<file path="src/rtl/dufr_pkg.sv">
package dufr_pkg;

  localparam int RX_FRAME_LEN   = 6;
  localparam int TX_FRAME_LEN   = 10;
  localparam int PANEL_LEN      = 4;
  localparam int MAX_RUN        = RX_FRAME_LEN + TX_FRAME_LEN;
  localparam int RUN_CNT_W      = $clog2(MAX_RUN);
  localparam int RUN_LEN_W      = $clog2(MAX_RUN + 1);
  localparam int CFG_IDX_W      = 3;
  localparam int CFG_DATA_W     = 16;
  localparam int JOBQ_DEPTH_DEF = 2;

  localparam logic [15:0] REPLY_DELAY_RST = 16'd300;
  localparam logic [7:0]  BYTE_GAP_RST    = 8'd2;

  localparam int ECHO_BYTE = 4;
  localparam int ECHO_BIT  = 7;
  localparam int CMD_BYTE  = 5;
  localparam int R_BIT     = 1;
  localparam int I_BIT     = 0;

  typedef enum logic [1:0] {
    OP_RX_BYTE = 2'd0,
    OP_TICK    = 2'd1,
    OP_PANEL   = 2'd2
  } dufr_op_e;

  typedef enum logic [CFG_IDX_W-1:0] {
    REG_POWER_ON   = 3'd0,
    REG_REQUEST    = 3'd1,
    REG_INFO       = 3'd2,
    REG_NORMAL     = 3'd3,
    REG_REPLY_DLY  = 3'd4,
    REG_BYTE_GAP   = 3'd5
  } dufr_reg_e;

  // One unit of transmit work: an optional echo run followed by an optional
  // status frame. Status bytes 6..9 are always zero and are not carried.
  typedef struct packed {
    logic                               echo;
    logic                               status;
    logic [RX_FRAME_LEN-1:0][7:0]       echo_bytes;
    logic [PANEL_LEN+1:0][7:0]          stat_bytes;
  } dufr_job_t;

endpackage

</file>
<file path="src/rtl/display_unit_frame_responder_core.sv">
// An item's job goes into the job queue; the first word of its run then moves into the
// output register. One item per cycle is taken while the queue is not full; the back
// end sends one word per cycle while the result port is free or popped; a run holds
// 6, 10 or 16 words. A job queue of JobqDepth entries lets the input side run ahead of
// the sender. Reset is asynchronous, active low: timers, counters, config to defaults.
module display_unit_frame_responder_core import dufr_pkg::*; #(
  parameter int JobqDepth = JOBQ_DEPTH_DEF
) (
  input  logic                  clk_i,
  input  logic                  rst_ni,
  input  logic                  push,
  output logic                  full,
  input  logic [1:0]            op_i,
  input  logic [7:0]            rx_byte_i,
  input  logic [1:0]            panel_index_i,
  input  logic [7:0]            panel_value_i,
  output logic                  empty,
  input  logic                  pop,
  output logic [7:0]            tx_byte_o,
  output logic                  frame_kind_o,
  output logic                  last_of_run_o,
  input  logic                  cfg_we_i,
  input  logic [CFG_IDX_W-1:0]  cfg_idx_i,
  input  logic [CFG_DATA_W-1:0] cfg_wdata_i
);

  logic      take, job_valid, q_empty, job_pop;
  dufr_job_t job_in, job_head;

  assign take = push && !full;

  dufr_front u_front (
    .clk_i         (clk_i),
    .rst_ni        (rst_ni),
    .take_i        (take),
    .op_i          (op_i),
    .rx_byte_i     (rx_byte_i),
    .panel_index_i (panel_index_i),
    .panel_value_i (panel_value_i),
    .cfg_we_i      (cfg_we_i),
    .cfg_idx_i     (cfg_idx_i),
    .cfg_wdata_i   (cfg_wdata_i),
    .job_valid_o   (job_valid),
    .job_o         (job_in)
  );

  dufr_jobq #(.Depth(JobqDepth)) u_jobq (
    .clk_i   (clk_i),
    .rst_ni  (rst_ni),
    .push_i  (job_valid),
    .wdata_i (job_in),
    .full_o  (full),
    .pop_i   (job_pop),
    .empty_o (q_empty),
    .rdata_o (job_head)
  );

  dufr_back u_back (
    .clk_i         (clk_i),
    .rst_ni        (rst_ni),
    .job_valid_i   (!q_empty),
    .job_i         (job_head),
    .job_pop_o     (job_pop),
    .pop_i         (pop),
    .empty_o       (empty),
    .tx_byte_o     (tx_byte_o),
    .frame_kind_o  (frame_kind_o),
    .last_of_run_o (last_of_run_o)
  );

endmodule

</file>
<file path="src/rtl/dufr_front.sv">
module dufr_front import dufr_pkg::*; (
  input  logic                  clk_i,
  input  logic                  rst_ni,
  input  logic                  take_i,
  input  logic [1:0]            op_i,
  input  logic [7:0]            rx_byte_i,
  input  logic [1:0]            panel_index_i,
  input  logic [7:0]            panel_value_i,
  input  logic                  cfg_we_i,
  input  logic [CFG_IDX_W-1:0]  cfg_idx_i,
  input  logic [CFG_DATA_W-1:0] cfg_wdata_i,
  output logic                  job_valid_o,
  output dufr_job_t             job_o
);

  localparam logic [2:0] RxLast = 3'(RX_FRAME_LEN - 1);

  logic [15:0] power_on_q, power_on_d, request_q, request_d, info_q, info_d;
  logic [15:0] normal_q, normal_d, delay_q, delay_d;
  logic [7:0]  gap_ticks_q, gap_ticks_d;

  logic [PANEL_LEN-1:0][7:0]    panel_q, panel_d;
  logic [1:0][7:0]              pair_q, pair_d;
  logic [RX_FRAME_LEN-1:0][7:0] frame_q, frame_d;
  logic [2:0]  rx_cnt_q, rx_cnt_d;
  logic        gap_on_q, gap_on_d;
  logic [7:0]  gap_cnt_q, gap_cnt_d;
  logic        reply_on_q, reply_on_d;
  logic [15:0] reply_cnt_q, reply_cnt_d;
  logic        first_done_q, first_done_d;

  logic        echo, status;
  logic [15:0] reply_dec;
  logic [7:0]  gap_dec;

  // Configuration writes; indexes past the list are ignored.
  always_comb begin
    power_on_d  = power_on_q;
    request_d   = request_q;
    info_d      = info_q;
    normal_d    = normal_q;
    delay_d     = delay_q;
    gap_ticks_d = gap_ticks_q;
    if (cfg_we_i) begin
      case (cfg_idx_i)
        REG_POWER_ON:  power_on_d  = cfg_wdata_i;
        REG_REQUEST:   request_d   = cfg_wdata_i;
        REG_INFO:      info_d      = cfg_wdata_i;
        REG_NORMAL:    normal_d    = cfg_wdata_i;
        REG_REPLY_DLY: delay_d     = cfg_wdata_i;
        REG_BYTE_GAP:  gap_ticks_d = cfg_wdata_i[7:0];
        default: ;
      endcase
    end
  end

  assign reply_dec = (reply_cnt_q != '0) ? reply_cnt_q - 16'd1 : reply_cnt_q;
  assign gap_dec   = (gap_cnt_q != '0) ? gap_cnt_q - 8'd1 : gap_cnt_q;

  always_comb begin
    panel_d      = panel_q;
    pair_d       = pair_q;
    frame_d      = frame_q;
    rx_cnt_d     = rx_cnt_q;
    gap_on_d     = gap_on_q;
    gap_cnt_d    = gap_cnt_q;
    reply_on_d   = reply_on_q;
    reply_cnt_d  = reply_cnt_q;
    first_done_d = first_done_q;
    echo         = 1'b0;
    status       = 1'b0;
    if (take_i) begin
      case (op_i)
        OP_RX_BYTE: begin
          frame_d[rx_cnt_q] = rx_byte_i;
          if (rx_cnt_q == RxLast) begin
            gap_on_d = 1'b0;
            rx_cnt_d = '0;
            if (!first_done_q) begin
              pair_d       = power_on_q;
              first_done_d = 1'b1;
              status       = 1'b1;
            end else begin
              echo = frame_q[ECHO_BYTE][ECHO_BIT];
              if (rx_byte_i[R_BIT] || rx_byte_i[I_BIT]) begin
                reply_cnt_d = delay_q;
                reply_on_d  = 1'b1;
              end
              // The normal word wins over the R word when the I bit is clear.
              if (rx_byte_i[I_BIT]) begin
                pair_d = info_q;
              end else begin
                pair_d = normal_q;
                status = 1'b1;
              end
            end
          end else begin
            rx_cnt_d  = rx_cnt_q + 3'd1;
            gap_cnt_d = gap_ticks_q;
            gap_on_d  = 1'b1;
          end
        end
        OP_TICK: begin
          if (reply_on_q) begin
            reply_cnt_d = reply_dec;
            if (reply_dec == '0) begin
              reply_on_d = 1'b0;
              status     = 1'b1;
            end
          end
          if (gap_on_q) begin
            gap_cnt_d = gap_dec;
            if (gap_dec == '0) begin
              gap_on_d = 1'b0;
              rx_cnt_d = '0;
            end
          end
        end
        OP_PANEL: panel_d[panel_index_i] = panel_value_i;
        default: ;
      endcase
    end
  end

  always_comb begin
    job_o.echo   = echo;
    job_o.status = status;
    for (int i = 0; i < RX_FRAME_LEN - 1; i++) begin
      job_o.echo_bytes[i] = frame_q[i];
    end
    job_o.echo_bytes[RX_FRAME_LEN-1] = rx_byte_i;
    for (int i = 0; i < PANEL_LEN; i++) begin
      job_o.stat_bytes[i] = panel_q[i];
    end
    job_o.stat_bytes[PANEL_LEN]   = pair_d[1];
    job_o.stat_bytes[PANEL_LEN+1] = pair_d[0];
  end

  assign job_valid_o = take_i && (echo || status);

  always_ff @(posedge clk_i or negedge rst_ni) begin
    if (!rst_ni) begin
      power_on_q   <= '0;
      request_q    <= '0;
      info_q       <= '0;
      normal_q     <= '0;
      delay_q      <= REPLY_DELAY_RST;
      gap_ticks_q  <= BYTE_GAP_RST;
      panel_q      <= '0;
      pair_q       <= '0;
      rx_cnt_q     <= '0;
      gap_on_q     <= 1'b0;
      gap_cnt_q    <= '0;
      reply_on_q   <= 1'b0;
      reply_cnt_q  <= '0;
      first_done_q <= 1'b0;
    end else begin
      power_on_q   <= power_on_d;
      request_q    <= request_d;
      info_q       <= info_d;
      normal_q     <= normal_d;
      delay_q      <= delay_d;
      gap_ticks_q  <= gap_ticks_d;
      panel_q      <= panel_d;
      pair_q       <= pair_d;
      rx_cnt_q     <= rx_cnt_d;
      gap_on_q     <= gap_on_d;
      gap_cnt_q    <= gap_cnt_d;
      reply_on_q   <= reply_on_d;
      reply_cnt_q  <= reply_cnt_d;
      first_done_q <= first_done_d;
    end
  end

  // Frame bytes are always written before they are read.
  always_ff @(posedge clk_i) begin
    frame_q <= frame_d;
  end

endmodule

</file>
<file path="src/rtl/dufr_jobq.sv">
module dufr_jobq import dufr_pkg::*; #(
  parameter int Depth = JOBQ_DEPTH_DEF
) (
  input  logic      clk_i,
  input  logic      rst_ni,
  input  logic      push_i,
  input  dufr_job_t wdata_i,
  output logic      full_o,
  input  logic      pop_i,
  output logic      empty_o,
  output dufr_job_t rdata_o
);

  localparam int PtrW = (Depth > 1) ? $clog2(Depth) : 1;
  localparam int CntW = $clog2(Depth + 1);
  localparam logic [PtrW-1:0] PtrLast = PtrW'(Depth - 1);

  dufr_job_t             mem_q [Depth];
  logic [PtrW-1:0]       wptr_q, wptr_d, rptr_q, rptr_d;
  logic [CntW-1:0]       cnt_q, cnt_d;
  logic                  do_push, do_pop;

  assign full_o  = (cnt_q == CntW'(Depth));
  assign empty_o = (cnt_q == '0);
  assign rdata_o = mem_q[rptr_q];
  assign do_push = push_i && !full_o;
  assign do_pop  = pop_i && !empty_o;

  always_comb begin
    wptr_d = wptr_q;
    rptr_d = rptr_q;
    cnt_d  = cnt_q;
    if (do_push) begin
      wptr_d = (wptr_q == PtrLast) ? '0 : wptr_q + PtrW'(1);
    end
    if (do_pop) begin
      rptr_d = (rptr_q == PtrLast) ? '0 : rptr_q + PtrW'(1);
    end
    if (do_push && !do_pop) begin
      cnt_d = cnt_q + CntW'(1);
    end else if (do_pop && !do_push) begin
      cnt_d = cnt_q - CntW'(1);
    end
  end

  always_ff @(posedge clk_i or negedge rst_ni) begin
    if (!rst_ni) begin
      wptr_q <= '0;
      rptr_q <= '0;
      cnt_q  <= '0;
    end else begin
      wptr_q <= wptr_d;
      rptr_q <= rptr_d;
      cnt_q  <= cnt_d;
    end
  end

  always_ff @(posedge clk_i) begin
    if (do_push) begin
      mem_q[wptr_q] <= wdata_i;
    end
  end

endmodule

</file>
<file path="src/rtl/dufr_back.sv">
module dufr_back import dufr_pkg::*; (
  input  logic      clk_i,
  input  logic      rst_ni,
  input  logic      job_valid_i,
  input  dufr_job_t job_i,
  output logic      job_pop_o,
  input  logic      pop_i,
  output logic      empty_o,
  output logic [7:0] tx_byte_o,
  output logic      frame_kind_o,
  output logic      last_of_run_o
);

  localparam logic [RUN_CNT_W-1:0] EchoLen = RUN_CNT_W'(RX_FRAME_LEN);

  logic [RUN_CNT_W-1:0] cnt_q, cnt_d, stat_idx;
  logic [RUN_LEN_W-1:0] run_len;
  logic                 in_echo, last, advance;
  logic [7:0]           byte_sel;
  logic                 out_valid_q, out_valid_d;
  logic [7:0]           tx_byte_q;
  logic                 kind_q, last_q;

  assign run_len = (job_i.echo   ? RUN_LEN_W'(RX_FRAME_LEN) : '0)
                 + (job_i.status ? RUN_LEN_W'(TX_FRAME_LEN) : '0);
  assign in_echo  = job_i.echo && (cnt_q < EchoLen);
  assign stat_idx = job_i.echo ? cnt_q - EchoLen : cnt_q;
  assign last     = ({1'b0, cnt_q} == run_len - RUN_LEN_W'(1));

  always_comb begin
    if (in_echo) begin
      byte_sel = job_i.echo_bytes[cnt_q[2:0]];
    end else if (stat_idx < RUN_CNT_W'(PANEL_LEN + 2)) begin
      byte_sel = job_i.stat_bytes[stat_idx[2:0]];
    end else begin
      byte_sel = 8'h00;
    end
  end

  // A new word moves into the output register when it is free or being taken.
  assign advance   = job_valid_i && (!out_valid_q || pop_i);
  assign job_pop_o = advance && last;

  always_comb begin
    cnt_d       = cnt_q;
    out_valid_d = out_valid_q;
    if (advance) begin
      cnt_d       = last ? '0 : cnt_q + RUN_CNT_W'(1);
      out_valid_d = 1'b1;
    end else if (pop_i) begin
      out_valid_d = 1'b0;
    end
  end

  always_ff @(posedge clk_i or negedge rst_ni) begin
    if (!rst_ni) begin
      cnt_q       <= '0;
      out_valid_q <= 1'b0;
    end else begin
      cnt_q       <= cnt_d;
      out_valid_q <= out_valid_d;
    end
  end

  always_ff @(posedge clk_i) begin
    if (advance) begin
      tx_byte_q <= byte_sel;
      kind_q    <= !in_echo;
      last_q    <= last;
    end
  end

  assign empty_o       = !out_valid_q;
  assign tx_byte_o     = tx_byte_q;
  assign frame_kind_o  = kind_q;
  assign last_of_run_o = last_q;

endmodule

</file>
<file path="config.mk">
export PLATFORM = sky130hd
export DESIGN_NAME = display_unit_frame_responder_core
export DESIGN_NICKNAME = d
export VERILOG_FILES = /design/src/rtl/dufr_pkg.sv /design/src/rtl/display_unit_frame_responder_core.sv /design/src/rtl/dufr_front.sv /design/src/rtl/dufr_jobq.sv /design/src/rtl/dufr_back.sv
export SDC_FILE = /design/constraint.sdc
export NUM_CORES = 1
export LEC_CHECK = 0
export BUFFER_PORTS_ARGS = -buffer_cell sky130_fd_sc_hd__buf_2
export CAP_MARGIN = 10
export CORE_UTILIZATION = 65
export DETAILED_ROUTE_END_ITERATION = 16
export GPL_ROUTABILITY_DRIVEN = 0
export GPL_TIMING_DRIVEN = 0
export HOLD_SLACK_MARGIN = 0.08
export MAX_ROUTING_LAYER = met4
export PLACE_DENSITY = 0.83
export SETUP_SLACK_MARGIN = 0.15
export SYNTH_ARGS = -nofsm -noshare
export SYNTH_HDL_FRONTEND = slang
export SYNTH_HIERARCHICAL = 1
export SYNTH_SLANG_ARGS = --single-unit
</file>
<file path="constraint.sdc">
create_clock -name clk_i -period 13 [get_ports clk_i]
set_clock_uncertainty 0.2 [all_clocks]
set_input_delay 0 -clock clk_i [delete_from_list [all_inputs] [get_ports clk_i]]
set_output_delay 0 -clock clk_i [all_outputs]
set_load 0.02 [all_outputs]
</file>
After elaboration in Yosys (flattened, before gate mapping)
Memory sizes are Yosys's and may differ from the RTL's. Cells that the tools add are included.

Add/sub/neg operators: 11. Magnitude comparators: 8. Equal/unequal tests: 16. Multiplexer cells: 64. Reductions and logical operators: 43.

Operator list (count): 2-to-1 mux 16 bit (10); 2-to-1 mux 8 bit (9); binary-select mux 8 bit (select 3 bit) (2); bitwise mux 48 bit (1); bitwise mux 32 bit (1); case mux 16 bit (2 select lines) (1); demux 8 bit (select 3 bit) (1); 2-to-1 mux 1 bit (24); demux 8 bit (select 2 bit) (1); zero test 16 bit (1); case mux 8 bit (2 select lines) (1); AND reduction 2 bit (8); nonzero test 16 bit (1); subtractor 16 x 1 -> 16 bit, second input constant (1); < comparator 3 x 4 -> 1 bit, second input constant (3); 2-to-1 mux 3 bit (4); 2-to-1 mux 4 bit (3); inequality test 2 x 1 -> 1 bit, second input constant (6); logical AND 1 bit (11); equality test 3 bit, second input constant (3); zero test 8 bit (1); < comparator 4 x 3 -> 1 bit, second input constant (2); AND reduction 4 bit (2); nonzero test 8 bit (1); other kinds (28) (44).

Register bits after elaboration: 217. RAM bits: 196. Bits of input ports: 44. Output and inout port bits: 12. Memories: 1.

Memory list: u_jobq.mem_q (depth 2, width 98, read ports 1, clocked after memory_dff 0, write ports 1, RTL line dufr_jobq.sv:18) `dufr_job_t mem_q [Depth];`.

Depth between registers and ports, before layout
Gate-level depths: netlist of run 1.

Depth after elaboration: 14. Depth in mapped cells: 15.

Modules after synthesis
The synthesis of run 1 kept the hierarchy.

Modules (own cells, without submodules): dufr_front (instances 1, cells an instance 675, area each 8378.0 µm², seq. area each 4961.0 µm²); dufr_jobq (instances 1, cells an instance 324, area each 7297.0 µm², seq. area each 5985.7 µm²); dufr_back (instances 1, cells an instance 130, area each 1537.7 µm², seq. area each 425.4 µm²); display_unit_frame_responder_core (instances 1, cells an instance 2, area each 17.5 µm², seq. area each 0.0 µm²).

Least setup slack after synthesis of run 1
No wires, ideal clock.

Kind: register to register. From: register u_front.reply_cnt_q[0]. To: memory u_jobq/mem_q[0][0] (netlist name), enable pin. Library setup time: 0.556 ns. Arrival: 6.318 ns. Required time: 12.244 ns. Path slack: 5.926 ns. Stages on the path, launching flop included: 12. Period minus slack after synthesis: 7.074 ns. Cell sequence: dfrtp_1 -> inv_1 -> ha_1 -> or3b_1 -> clkbuf_2 -> nor2_1 -> nand2_1 -> a211oi_1 -> nand4bb_1 -> o22ai_1 -> nand2_1 -> nor2_1.

Word-level cells in the longest chain between the ends: 12. Elaborated cells between the ends (all ways): 13. Classes of those cells: 1 x add/sub; 7 x mux; 5 x reduce/logical.

RTL lines: from (decl) (RTL line dufr_front.sv:29) `logic [15:0] reply_cnt_q, reply_cnt_d;`; from (signal assigned) (RTL line dufr_front.sv:170) `reply_cnt_q <= reply_cnt_d;`; subtractor 16 x 1 -> 16 bit or nonzero test 16 bit (tied branches) (RTL line dufr_front.sv:57) `assign reply_dec = (reply_cnt_q != '0) ? reply_cnt_q - 16'd1 : reply_cnt_q;`; 2-to-1 mux 16 bit (*) (RTL line dufr_front.sv:57); zero test 16 bit (*) (RTL line dufr_front.sv:106) `if (reply_dec == '0) begin`; 2-to-1 mux 1 bit (*) (RTL line dufr_front.sv:106); 2-to-1 mux 1 bit (*) (RTL line dufr_front.sv:104) `if (reply_on_q) begin`; case mux 1 bit (2 select lines) (*) (RTL line dufr_front.sv:73) `case (op_i)`; 2-to-1 mux 1 bit (*) (RTL line dufr_front.sv:72) `if (take_i) begin`; logical OR 1 bit (*) (RTL line dufr_front.sv:139) `assign job_valid_o = take_i && (echo || status);`; logical AND 1 bit (*) (RTL line dufr_front.sv:139); named net job_valid (RTL line display_unit_frame_responder_core.sv:27) `logic take, job_valid, q_empty, job_pop;`; logical AND 1 bit (*) (RTL line dufr_jobq.sv:26) `assign do_push = push_i && !full_o;`; 2-to-1 mux 1 bit (*) (RTL line dufr_jobq.sv:59) `if (do_push) begin`; 2-to-1 mux 1 bit (implied by the code) (*) (RTL line dufr_jobq.sv:60) `mem_q[wptr_q] <= wdata_i;`; to (decl) (RTL line dufr_jobq.sv:18).

The timed path passes the listed nets; every way through them passes the cells marked *.

Final worst setup path of run 1
From: register u_front.reply_cnt_q[0]. To: memory u_jobq/mem_q[0][91] (netlist name), enable pin.

Same word-level chain as after synthesis.

==> summary.txt, run 1 <==
crit path from - u_front/reply_cnt_q[0]$_DFFE_PN0P_
vias in the first global route - 10.6k
largest area contributor in the synthesized netlist - edfxtp_1
Max Fclk - 224 MHz
Clock Path Buffers - 3
Worst EP arrival - 4.49 ns
max-cap viol count - 0
Mapped Cells - 1131
max-slew violations - 0
TNS Setup - 0 ns
post-CTS setup buffers - 0
chip height - 165 um
Hold Crit Class - input pin to flip-flop
clk sink count - 405
CP most frequent cell - nand2_1
post_cts resized - 0
Layout area overhead - 16.7%
mapped cell area - 0.0172 mm^2
num rows - 59
top cells by area, synth - edfxtp_1, dfrtp_1, mux2_2, o21ai_0, mux4_2
Yosys reg bits - 405
crit-path max FO - 34
hold path startpoint - cfg_wdata_i[1]
Startpoint Class - flip-flop
Static Leak - 7.66 nW
Synth Net Count - 1185
root buf cell - clkbuf_16
status - completed
1st-pass router iterations - 5
initial core utilization - 66.1%
core area - 0.0261 mm^2
initial detailed-routing violation count - 927
Int Power - 0.00268 W
crit-path cells - inv_1 -> ha_1 -> or3b_1 -> clkbuf_2 -> nor2_1 -> nand2_1 -> a211oi_1 -> nand4bb_1 -> o22ai_1 -> nand2_1 -> nor2_4 -> buf_16 -> buf_12
Die W - 165 um
Crit Path Category - flip-flop to flip-flop
post-DP HPWL - 23100 um
GRT overflow - 0
# fillers - 1439
Slowest-stage cell, CP - nor2_4
Top delay family on crit path - simple AND/OR/NAND/NOR gates
buffer and inverter count on the worst path - 4
first-pass GRT wire length - 59100 um
RSZ-0062 raised after global routing - no
largest net degree at the start of global routing - 104
Tmin final - 4.46 ns
sequential area share after synthesis - 66.0%
initial antenna violation count - 0
total CTS buffers - 40
ant diodes - 0
Sw Share - 29.6%
clock power share - 30.5%
synth warn - 6
DR WL/cell - 22.9 um
I/O pins - 56
CTS tree - built
Clock Latency Late Sink - 0.54 ns
Final Hold Viols - 0
layer with the highest usage - met2
final hold slack - 0.105 ns
ratio of final minimum period to clock period - 34.3%
Final setup viols - 0
drt total wl - 38100 um
power density cells - 190 mW/mm^2
CTS H-tree lvls - 2
Max rail drop VDD - 0.144 mV
Reg clk slew, reported paths - 0.06 ns
vias per cell - 6.20
Yosys cell types - 76
Critical Path RT - 13.03 ns
CP max stage delay - 0.47 ns
setup slack after layout - 8.54 ns
GR Util met3 - 4.02%
via count - 10.3k
slew margin rel. - 21.2%
Worst Tran Pin Value - 1.15 ns
CP Capture Type - flip-flop
antenna viol nets, final - 0
Yosys top cell area share - 42.9%
IO Port Bufs - 52
sw power - 0.00113 W
Post-synth EDFFs - 246
All-Layer GR Usage - 30.3%
DRC Markers - 0
combinational power share - 24.6%
final net count - 1351
ys async rst share - 39.3%
ys flop type - edfxtp_1
M2 GR Usage - 49.9%
post-synthesis area per instance - 15.2 um^2
hold buffers post-CTS - 63
FF-to-FF Start - u_front/reply_cnt_q[0]$_DFFE_PN0P_
met1 usage - 38.5%
sequential power share - 44.9%
Die Area - 0.0272 mm^2
post-placement setup slack - 8.79 ns
layout cells sized above 1 - 31.6%
## routing by layer
metal  vias to the layer above  part of all wire (%)
met5                         -                     0
met4                         0                   3.9
met3                        97                   6.6
met2                       458                    50
met1                      5160                    40
li1                       4604                     -
## cells in the mapped netlist, drive strengths merged, types with 4 or more instances
cell type,instances
mux2i,27
nor2b,5
nor4b,7
mux4,16
a22o,11
nand4,5
xor2,8
o21ai,78
ha,10
dfstp,5
edfxtp,246
xnor2,6
buf,33
a21oi,25
clkbuf,27
a22oi,6
a31oi,4
nand2b,8
nor3,18
inv,22
nand2,73
nor2,41
and4,4
nor4,6
mux2,217
o22a,4
o22ai,8
dfrtp,154
nand3,6
## path summary, 6_finish.rpt
kind	to	slack [ns]	cells after the start
min	u_front/delay_q[1]$_DFFE_PN0P_	0.10	3
min reg2reg	u_jobq/mem_q[0][52]$_DFFE_PP_	0.25	0
max reg2reg	u_jobq/mem_q[0][91]$_DFFE_PP_	8.54	13
min in group asynchronous	u_front/gap_ticks_q[1]$_DFFE_PN1P_	0.39	3
max in group asynchronous	u_front/delay_q[8]$_DFFE_PN1P_	11.70	4
max	u_jobq/mem_q[0][91]$_DFFE_PP_	8.54	13
## flip-flops by register name, summed over array words and instances, names as in the netlist, 4 cells and up
signal,flops
u_front/pair_q,16
u_front/job_o,72
u_front/gap_cnt_q,8
u_front/normal_q,16
u_front/delay_q,16
u_jobq/mem_q,196
u_back/tx_byte_o,8
u_front/reply_cnt_q,16
u_front/power_on_q,16
u_back/cnt_q,4
u_front/info_q,16
u_front/gap_ticks_q,8
## cell usage in the layout, fill, tap and decap left out, drive strengths merged, types with 7 or more instances in the layout
cell,count
edfxtp,246
mux2,217
dfrtp,154
buf,95
o21ai,78
clkbuf,77
nand2,73
dlygate4sd3,62
nor2,41
mux2i,27
a21oi,25
inv,24
nor3,18
clkinv,18
mux4,16
a22o,11
ha,10
nand2b,8
o22ai,8
xor2,8
nor4b,7
## per-stage QoR
| step | instances | total power [W] | instance area (um^2) | utilization [%] |
|---|---|---|---|---|
| final | 1664 | 0.00381 | 20100 | 77.2 |
| after global routing | 1664 | 0.00396 | 20100 | 77.2 |
| after CTS | 1664 | 0.00381 | 20100 | 77.2 |
| after detailed placement | 1527 | 0.00261 | 18100 | 69.5 |
| after global placement | 1518 | 0.00256 | 17900 | 68.7 |
| after floorplan | 1131 | 0.00233 | 17200 | - |
## area by class of cell
class,count,area [um^2],share of cell area (%)
Inverter,23,86.3,0.429
Clock inverter,24,233,1.16
Buffer,60,330,1.64
Tap cell,335,419,2.08
Timing Repair Buffer,124,1070,5.33
Multi-Input combinational cell,643,5480,27.2
Sequential cell,405,11400,56.5
Clock buffer,50,1120,5.57
## logic make-up after synthesis
logic type | share of synthesized area, %
AND/OR/NAND/NOR | 6.03
AO/OA/AOI/OAI | 5.90
XOR/XNOR | 0.755
multiplexers | 18.2
flip-flops | 66.0
adder cells (fa/ha/maj) | 0.726
buffers and inverters | 2.42
## power groups by stage
stage          sequential, W  combinational [W]  clock (W)
2_1_floorplan        0.00171           0.000615          0
3_3_place_gp         0.00171           0.000852          0
3_5_place_dp         0.00173           0.000885          0
4_1_cts              0.00170           0.000927    0.00117
5_1_grt              0.00173            0.00100    0.00123
6_report             0.00171           0.000939    0.00116
## worst min-delay path, cell delays in order
cell and delay (ns):
dlygate4sd3_1 0.51, buf_2 0.14, mux2_2 0.15
Note: power is estimated with default switching activity, not from simulation.
==> run 2, diff against run 1 <==
--- a/config.mk
+++ b/config.mk
@@ -7,13 +7,13 @@
 export LEC_CHECK = 0
 export BUFFER_PORTS_ARGS = -buffer_cell sky130_fd_sc_hd__buf_2
 export CAP_MARGIN = 10
-export CORE_UTILIZATION = 65
+export CORE_UTILIZATION = 62
 export DETAILED_ROUTE_END_ITERATION = 16
 export GPL_ROUTABILITY_DRIVEN = 0
 export GPL_TIMING_DRIVEN = 0
 export HOLD_SLACK_MARGIN = 0.08
 export MAX_ROUTING_LAYER = met4
-export PLACE_DENSITY = 0.83
+export PLACE_DENSITY = 0.8
 export SETUP_SLACK_MARGIN = 0.15
 export SYNTH_ARGS = -nofsm -noshare
 export SYNTH_HDL_FRONTEND = slang
==> constraint.sdc (replaced) <==
create_clock -name clk_i -period 4.2 [get_ports clk_i]
set_clock_uncertainty 0.2 [all_clocks]
set_input_delay 0 -clock clk_i [delete_from_list [all_inputs] [get_ports clk_i]]
set_output_delay 0 -clock clk_i [all_outputs]
set_load 0.02 [all_outputs]
==> run 2 against run 1 <==
Critical path depth shrank 2. Combinational power increased to 3.0 times the previous value. Non-clock buffer count down 5. Worst hold slack worse by 0.0043 ns. Cell count increased by 2.0%. Total power increased to 3.0 times the previous value. Global-route usage shrank 2.5 points. Die area grew 4.8%. First-iteration DRC count decreased by 6.0%. Clock-buffer cell count grew 10.
==> summary.txt, run 2 (same netlist as run 1, synthesis figures left out) <==
CTS H-tree lvls - 2 (unchanged)
Top delay family on crit path - simple AND/OR/NAND/NOR gates
root buf cell - clkbuf_16
Max Fclk - 250 MHz (+12%)
Crit Path Category - flip-flop to flip-flop
1st-pass router iterations - 5 (unchanged)
IO Port Bufs - 52 (unchanged)
highest-count cells in the layout ignoring fill and taps - edfxtp_1, mux2_2, dfrtp_1
largest net degree at the start of global routing - 113 (+8.7%)
antenna viol nets, final - 0 (unchanged)
clk sink count - 405 (unchanged)
CP Capture Type - flip-flop
max reg flops - 196 (unchanged)
hold path startpoint - rx_byte_i[6]
vias in the first global route - 10.4k (-1.7%)
ratio of final minimum period to clock period - 95.1% (+61 points)
core area - 0.0271 mm^2 (+4.0%)
register with the most flip-flops - u_jobq/mem_q
Max rail drop VDD - 0.337 mV (+130%)
crit-path max FO - 50 (+47%)
post-placement setup slack - 0.0162 ns (-8.77 ns)
Worst Tran Pin Value - 1.07 ns (-0.0746 ns)
All-Layer GR Usage - 27.8% (-2.5 points)
initial core utilization - 63.6% (-2.5 points)
GRT overflow - 0 (unchanged)
Util after Layout - 74.2% (-3.0 points)
drt total wl - 37000 um (-3.0%)
Worst EP arrival - 4.00 ns (-0.49 ns)
Hold Crit Class - input pin to flip-flop
slew margin rel. - 26.3% (+5.1 points)
total CTS buffers - 40 (unchanged)
max-slew violations - 0 (unchanged)
RSZ-0062 raised after global routing - yes
Clock Path Buffers - 3 (unchanged)
Final setup viols - 0 (unchanged)
DRC Markers - 0 (unchanged)
buffer and inverter count on the worst path - 3 (-1)
CTS tree - built
combinational power share - 24.6% (about the same)
Startpoint Class - flip-flop
DR WL/cell - 21.8 um (-4.9%)
final net count - 1347 (-0.30%)
commonest non-fill, non-tap cell in the layout - edfxtp_1
vias per cell - 5.95 (-4.0%)
status - completed
Layout area overhead - 16.7% (about the same)
initial antenna violation count - 1 (+1)
Sw Share - 29.1% (-0.47 points)
Critical Path RT - 4.20 ns (-8.83 ns)
crit-path cells - inv_2 -> ha_2 -> nor4b_4 -> and4_1 -> buf_6 -> o21ai_0 -> a211oi_2 -> nand4bb_1 -> o22ai_1 -> and3_4 -> buf_16
first-pass GRT wire length - 57700 um (-2.4%)
Reg clk slew, reported paths - 0.06 ns (about the same)
Int Power - 0.00820 W (+210%)
initial detailed-routing violation count - 871 (-6.0%)
Tmin final - 4.00 ns (-0.466 ns)
power density cells - 575 mW/mm^2 (+200%)
Slowest-stage cell, CP - and3_4
setup slack after layout - 0.204 ns (-8.33 ns)
CP max stage delay - 0.72 ns (+0.25 ns)
sw power - 0.00337 W (+200%)
Final Hold Viols - 0 (unchanged)
TNS Setup - 0 ns (unchanged)
via count - 10.1k (-2.1%)
FF-to-FF Start - u_front/reply_cnt_q[0]$_DFFE_PN0P_
Clock Latency Late Sink - 0.53 ns (about the same)
clock power share - 29.7% (-0.8 points)
post-DP HPWL - 23100 um (about the same)
Die Area - 0.0285 mm^2 (+4.8%)
max-cap viol count - 0 (unchanged)
Die W - 169 um (+2.4%)
num rows - 60 (+1.7%)
I/O pins - 56 (unchanged)
chip height - 169 um (+2.4%)
Static Leak - 7.59 nW (-0.81%)
crit path from - u_front/reply_cnt_q[0]$_DFFE_PN0P_
layout cells sized above 1 - 32.2% (+0.55 points)
sequential power share - 45.7% (+0.8 points)
==> run 2: layout make-up <==
| type | instances | area [um^2] |
|---|---|---|
| antenna | 1 | 2.50 |
| sequential | 405 | 11400 |
| multi-input combinational | 644 | 5550 |
| buffer | 60 | 339 |
| tap | 372 | 465 |
| clock inverter | 14 | 115 |
| timing repair buffer | 119 | 1010 |
| inverter | 23 | 86.3 |
| clock buffer | 60 | 1170 |
| fill | 1651 | 6990 |
==> run 2: power by group through the flow <==
stage / clock network, W / logic (W) / registers [W]
floorplan: 0 / 0.00192 / 0.00530
global placement: 0 / 0.00265 / 0.00531
detailed placement: 0 / 0.00275 / 0.00535
CTS: 0.00349 / 0.00283 / 0.00528
global route: 0.00365 / 0.00305 / 0.00535
finish: 0.00344 / 0.00284 / 0.00529
==> run 2: path summary, 6_finish.rpt <==
check | to | slack (ns) | cells after the start
hold / removal | u_front/job_o[70]$_DFFE_PP_ | 0.10 | 2
hold reg to reg | u_jobq/mem_q[0][56]$_DFFE_PP_ | 0.24 | 0
setup reg to reg | u_jobq/mem_q[1][84]$_DFFE_PP_ | 0.20 | 11
setup / recovery | u_jobq/mem_q[1][84]$_DFFE_PP_ | 0.20 | 11
min in group asynchronous | u_front/info_q[5]$_DFFE_PN0P_ | 0.37 | 4
max in group asynchronous | u_front/reply_cnt_q[1]$_DFFE_PN0P_ | 2.88 | 4
==> run 2: routing by layer <==
layer | wire length [um] | vias to the layer above | GRT usage, %
met5 | 0 | - | -
met4 | 1190 | 0 | 10.5
met3 | 2000 | 81 | 4.44
met2 | 18300 | 318 | 44.7
met1 | 15500 | 5123 | 36.1
li1 | - | 4585 | -
==> run 2: stage by stage <==
stage	power [W]	instances	hold slack, ns	area (um^2)
global placement	0.00795	1555	0.0680	18000
detailed placement	0.00809	1564	-0.268	18200
floorplan	0.00722	1131	-0.496	17300
global route	0.0121	1698	0.0943	20100
CTS	0.0116	1697	0.0801	20100
finish	0.0116	1698	0.101	20100
==> run 2: timing repair <==
item / in CTS / in global routing
gates cloned: 1 / 0
setup endpoints to repair: 25 / 51
hold endpoints to repair: 334 / 0
hold buffers: 56 / 0
gates resized for setup: 0 / 1
buffers inserted: 2 / 0
pin swaps: 1 / 1
